File: src/hw/rtl/pfld_pkg.sv
// Shared types, constants and address helpers for the page frame buffer line drawer.
// Used by pfld_bres, pfld_store and page_framebuffer_line_drawer_core; depends on nothing.
package pfld_pkg;

    localparam int SCREEN_WIDTH  = 128;
    localparam int SCREEN_HEIGHT = 64;
    localparam int PIX_PER_BYTE  = 8;
    localparam int PAGE_COUNT    = (SCREEN_HEIGHT + PIX_PER_BYTE - 1) / PIX_PER_BYTE;
    localparam int STORE_BYTES   = SCREEN_WIDTH * PAGE_COUNT;
    localparam int ADDR_W        = $clog2(STORE_BYTES);
    localparam int BIT_W         = $clog2(PIX_PER_BYTE);
    localparam int COORD_W       = 8;
    localparam int CALC_W        = 2 * COORD_W + 1;
    localparam int ERR_W         = COORD_W + 5;

    typedef enum logic [1:0] {
        MODE_PIXEL = 2'd0,
        MODE_LINE  = 2'd1,
        MODE_CLEAR = 2'd2,
        MODE_READ  = 2'd3
    } mode_t;

    typedef enum logic [4:0] {
        S_CLEAR   = 5'b00001,
        S_IDLE    = 5'b00010,
        S_PLOT_RD = 5'b00100,
        S_PLOT_WR = 5'b01000,
        S_DONE    = 5'b10000
    } state_t;

    typedef struct packed {
        logic              we;
        logic              re;
        logic [ADDR_W-1:0] addr;
        logic [7:0]        wdata;
    } mem_req_t;

    typedef struct packed {
        logic load;
        logic step;
    } bres_ctrl_t;

    function automatic logic on_screen(input logic [COORD_W-1:0] x,
                                       input logic [COORD_W-1:0] y);
        logic x_ok;
        logic y_ok;
        x_ok = CALC_W'(x) < CALC_W'(SCREEN_WIDTH);
        y_ok = CALC_W'(y) < CALC_W'(SCREEN_HEIGHT);
        return x_ok && y_ok;
    endfunction

    function automatic logic [ADDR_W-1:0] pix_addr(input logic [COORD_W-1:0] x,
                                                   input logic [COORD_W-1:0] y);
        logic [CALC_W-1:0] page;
        logic [CALC_W-1:0] sum;
        page = CALC_W'(y >> BIT_W);
        sum  = CALC_W'(x) + page * CALC_W'(SCREEN_WIDTH);
        return sum[ADDR_W-1:0];
    endfunction

endpackage

File: src/hw/rtl/pfld_bres.sv
// Bresenham stepping unit: holds the current point and error term, advances one pixel a step.
// Depends on pfld_pkg for coordinate and error widths and the control struct.
module pfld_bres
(
    input  logic                          clk,
    input  pfld_pkg::bres_ctrl_t          ctrl,
    input  logic [pfld_pkg::COORD_W-1:0]  x0,
    input  logic [pfld_pkg::COORD_W-1:0]  y0,
    input  logic [pfld_pkg::COORD_W-1:0]  x1,
    input  logic [pfld_pkg::COORD_W-1:0]  y1,
    output logic [pfld_pkg::COORD_W-1:0]  x,
    output logic [pfld_pkg::COORD_W-1:0]  y,
    output logic                          at_end
);

    localparam int CW = pfld_pkg::COORD_W;
    localparam int EW = pfld_pkg::ERR_W;

    logic [CW-1:0]        x_reg, y_reg, x1_reg, y1_reg;
    logic                 sx_neg_reg, sy_neg_reg;
    logic signed [EW-1:0] dx_reg, dy_reg, err_reg;

    logic [CW-1:0]        dx_abs, dy_abs;
    logic signed [EW-1:0] dx_ld, dy_ld, e2, err_add;
    logic                 move_x, move_y;

    always_comb
    begin
        dx_abs  = (x1 > x0) ? (x1 - x0) : (x0 - x1);
        dy_abs  = (y1 > y0) ? (y1 - y0) : (y0 - y1);
        dx_ld   = $signed({{(EW-CW){1'b0}}, dx_abs});
        dy_ld   = -$signed({{(EW-CW){1'b0}}, dy_abs});
        e2      = err_reg <<< 1;
        move_x  = e2 >= dy_reg;
        move_y  = e2 <= dx_reg;
        err_add = (move_x ? dy_reg : '0) + (move_y ? dx_reg : '0);
    end

    always_ff @(posedge clk)
    begin
        if (ctrl.load)
        begin
            x_reg      <= x0;
            y_reg      <= y0;
            x1_reg     <= x1;
            y1_reg     <= y1;
            sx_neg_reg <= !(x0 < x1);
            sy_neg_reg <= !(y0 < y1);
            dx_reg     <= dx_ld;
            dy_reg     <= dy_ld;
            err_reg    <= dx_ld + dy_ld;
        end
        else if (ctrl.step)
        begin
            err_reg <= err_reg + err_add;
            if (move_x)
            begin
                x_reg <= sx_neg_reg ? (x_reg - CW'(1)) : (x_reg + CW'(1));
            end
            if (move_y)
            begin
                y_reg <= sy_neg_reg ? (y_reg - CW'(1)) : (y_reg + CW'(1));
            end
        end
    end

    assign x      = x_reg;
    assign y      = y_reg;
    assign at_end = (x_reg == x1_reg) && (y_reg == y1_reg);

endmodule

File: config.mk
export PLATFORM = sky130hd
export DESIGN_NAME = pfld_bres
export DESIGN_NICKNAME = d
export VERILOG_FILES = /design/src/hw/rtl/pfld_pkg.sv /design/src/hw/rtl/pfld_bres.sv
export SDC_FILE = /design/constraint.sdc
export NUM_CORES = 1
export LEC_CHECK = 0
export BUFFER_PORTS_ARGS = -buffer_cell sky130_fd_sc_hd__buf_2
export CORE_ASPECT_RATIO = 1.75
export CORE_UTILIZATION = 56
export CTS_CLUSTER_DIAMETER = 100
export DETAILED_ROUTE_END_ITERATION = 10
export GPL_TIMING_DRIVEN = 0
export MAX_ROUTING_LAYER = met4
export PLACE_DENSITY_LB_ADDON = 0.12
export SYNTH_ARGS = -nofsm -noshare
export SYNTH_HDL_FRONTEND = slang
export SYNTH_SLANG_ARGS = --single-unit
export TNS_END_PERCENT = 20
File: constraint.sdc
create_clock -name clk -period 4.75 [get_ports clk]
set_input_delay 0.2375 -clock clk [delete_from_list [all_inputs] [get_ports clk]]
set_output_delay 0.2375 -clock clk [all_outputs]
set_load 0.01 [all_outputs]
==> results_dict.tcl <==
set metrics [dict create \
    synth.top_cell.area_share 0.3331 \
    hold_viol 0 \
    arrival_ps 4690 \
    final_cell_mix "86 x inv_1, 81 x ha_1, 66 x edfxtp_1, 54 x buf_2, 51 x xnor2_1" \
    slew_viol_final 0 \
    fmax_mhz 215.9 \
    clk_latency_ps 340 \
    vdd_ir_drop_max_mv 0.3627 \
    ff2ff_path_depth 21 \
    cts_htree_levels 3 \
    wl_mm 14.01 \
    cts_tree "yes" \
    fin_skew_ps 5.037 \
    grt_usage 0.2834 \
    route.detailed.drc 0 \
    drv_cap 0 \
    clock_sinks 66 \
    hold_class "input port to flop" \
    die_y_um 138.4 \
    startpoint "err_reg[1]$_DFFE_PP_" \
    syn_inst 600 \
    drive_gt1_frac 0.1797 \
    wire_per_inst_um 17.38 \
    status "finished, final reports clean" \
    io_pins 52 \
    powerDensity_mw_per_mm2 653.8 \
    startpoint_type "flop" \
    crit_fanout 10 \
    r2r_end "err_reg[11]$_DFFE_PP_" \
    p_sw_frac 0.4182 \
    synth.distinct_cells 44 \
    holdWs_ps 104.2 \
    place_area_mm2 0.006364 \
    mostFrequentLayoutCell "inv_1" \
    pwr-share-seq 0.232 \
    syn_to_final_growth_pct 14.91 \
    synth_area_leader_cell "edfxtp_1" \
    setup_viol 0 \
    period_minus_slack_ps 4631 \
    critical_path_required_ps 4810 \
    viasPerCell 5.592 \
    io_buffers 51 \
    switchingPower_mw 1.869 \
    drt_pass1_iterations 5 \
    antenna_found_initial 0 \
    async_flop_share 0 \
    clock_path_buffers 2 \
    coreArea_mm2 0.01030 \
    yosysWarnings 0 \
    stdcell_area_mm2 0.006837 \
    whs_path_depth 1 \
    p_leak_nw 3.215 \
    min_period_over_period 0.9749 \
    pwr-share-clk 0.133 \
    synthFlopType "edfxtp_1" \
    rsz0062_at_grt "yes" \
    grt_max_degree 40 \
    vias 4507 \
    num_rows 49 \
    synth.area.top_cells "edfxtp_1 33%, ha_1 18%, xnor2_1 7.5%, inv_1 5.7%, fa_1 5.4%" \
    drtIter0Drc 234 \
    synth_area_mm2 0.005949 \
    synth_edf_count 66 \
    tightest_slew_ps 1024 \
    grt_first_pass_wirelength_mm 22.85 \
    cts_hold_buffers 0 \
    power.internal_mw 2.600 \
    die_x_um 79.92 \
    syn_area_per_cell_um2 9.916 \
    timing.setup.tns_ps 0 \
    hpwl_mm 11.33 \
    crit_type "flop to flop" \
    diodes 0 \
    ys_seq_area_frac 0.3331 \
    rrSetupSlack_ps 120 \
    pwr-share-comb 0.636 \
    slew_headroom 0.3160 \
    first_global_vias 4922 \
    r2r-start "err_reg[1]$_DFFE_PP_" \
    gp_congestion 0.9508 \
    grt-ovfl-total 0 \
    critPathCaptureType "flop" \
    cp-endpoint "err_reg[11]$_DFFE_PP_" \
    cts_buffers 9 \
    dieArea_mm2 0.01106 \
    fillers 855 \
    start_util 0.5776 \
    ys_ff_latch 66 \
    path_clk_slew_ps 60 \
    final_nets 810 \
    root_buffer "clkbuf_16" \
    synth_fp_nets 736 \
    detail-route-antenna-nets 0 \
]
[metal layers]
| metal | share of wire | vias to the layer above | global-route usage | wire length (um) |
|---|---|---|---|---|
| met2 | 0.57 | 108 | 0.5295 | 7987 |
| met3 | 0.027 | 43 | 0.03300 | 377 |
| li1 | - | 2218 | - | - |
| met5 | 0 | - | - | 0 |
| met1 | 0.36 | 2138 | 0.2730 | 5023 |
| met4 | 0.044 | 0 | 0.1485 | 618 |
[timing repair]
action	CTS	global route
gates resized for setup	19	20
endpoints found under the setup margin	5	5
pin swaps	10	24
buffers inserted	11	1
endpoints found under the hold margin	0	0
[cell families after synthesis]
group | count (synthesis) | share of synthesized area
AO/OA/AOI/OAI | 138 | 0.1439
XOR/XNOR | 63 | 0.09401
adder cells (fa/ha/maj) | 101 | 0.2326
buffers and inverters | 102 | 0.06624
flip-flops | 66 | 0.3331
multiplexers | 20 | 0.03407
AND/OR/NAND/NOR | 110 | 0.09611
[stage by stage]
stage / power [mW] / worst slack [ps] / utilization / cells
2_1_floorplan: 2.841 / 175.2 / - / 600
4_1_cts: 4.308 / 0.5462 / 0.6562 / 805
5_1_grt: 4.846 / -89.72 / 0.6638 / 806
3_3_place_gp: 3.347 / -474.8 / 0.6178 / 778
6_report: 4.470 / 119.1 / 0.6638 / 806
3_5_place_dp: 3.418 / -569.1 / 0.6178 / 778
[critical path: stages (launching register included)]
cell	delay, ps
edfxtp_1	460
ha_1	330
a21o_1	180
a21o_1	170
a21oi_1	220
a211o_1	170
o2111a_2	290
buf_4	210
nor2_1	80
fa_1	550
ha_4	150
inv_2	40
fa_2	370
nor2b_2	150
o21ai_2	90
a21boi_2	190
o21ai_2	80
nand2b_1	140
a31oi_4	130
o21ai_2	160
xnor2_1	130
o21ai_1	70
[final cells by class]
cell class	instances	area (um2)	share of cell area
multi-input combinational	432	3691	0.5399
tap	127	158.9	0.02324
sequential	66	1982	0.2899
timing repair buffer	63	345.3	0.05051
inverter	90	337.8	0.04941
clock buffer	9	225.2	0.03294
buffer	12	60.06	0.008785
clock inverter	7	36.28	0.005307
[power by group through the flow]
| stage | logic, mW | registers, mW | clock network (mW) |
|---|---|---|---|
| global route | 3.17 | 1.06 | 0.622 |
| CTS | 2.68 | 1.04 | 0.598 |
| global placement | 2.30 | 1.04 | 0 |
| finish | 2.84 | 1.04 | 0.593 |
| detailed placement | 2.37 | 1.05 | 0 |
| floorplan | 1.81 | 1.03 | 0 |
[synthesized netlist by cell type, types with 5 or more instances]
| cell | instances |
|---|---|
| edfxtp_1 | 66 |
| xor2_1 | 11 |
| inv_1 | 90 |
| a21boi_0 | 5 |
| and2_1 | 8 |
| nor2_1 | 30 |
| nand2_1 | 36 |
| ha_1 | 85 |
| a31oi_1 | 5 |
| mux2i_1 | 18 |
| a21oi_1 | 45 |
| fa_1 | 16 |
| clkbuf_1 | 6 |
| xnor2_1 | 51 |
| o21ai_0 | 33 |
| nand4_1 | 10 |
| o21bai_1 | 8 |
| a21o_1 | 23 |
| nor2b_1 | 7 |
[worst min path at each step]
stage,from,slack [ps],to
floorplan,x1[0],340,x1_reg[0]$_DFFE_PP_
CTS,x1[7],100,x1_reg[7]$_DFFE_PP_
global route,y1[5],100,y1_reg[5]$_DFFE_PP_
global placement,x1[7],440,x1_reg[7]$_DFFE_PP_
finish,x1[5],100,x1_reg[5]$_DFFE_PP_
detailed placement,y1[5],450,y1_reg[5]$_DFFE_PP_
Note: power is estimated with default switching activity, not from simulation.
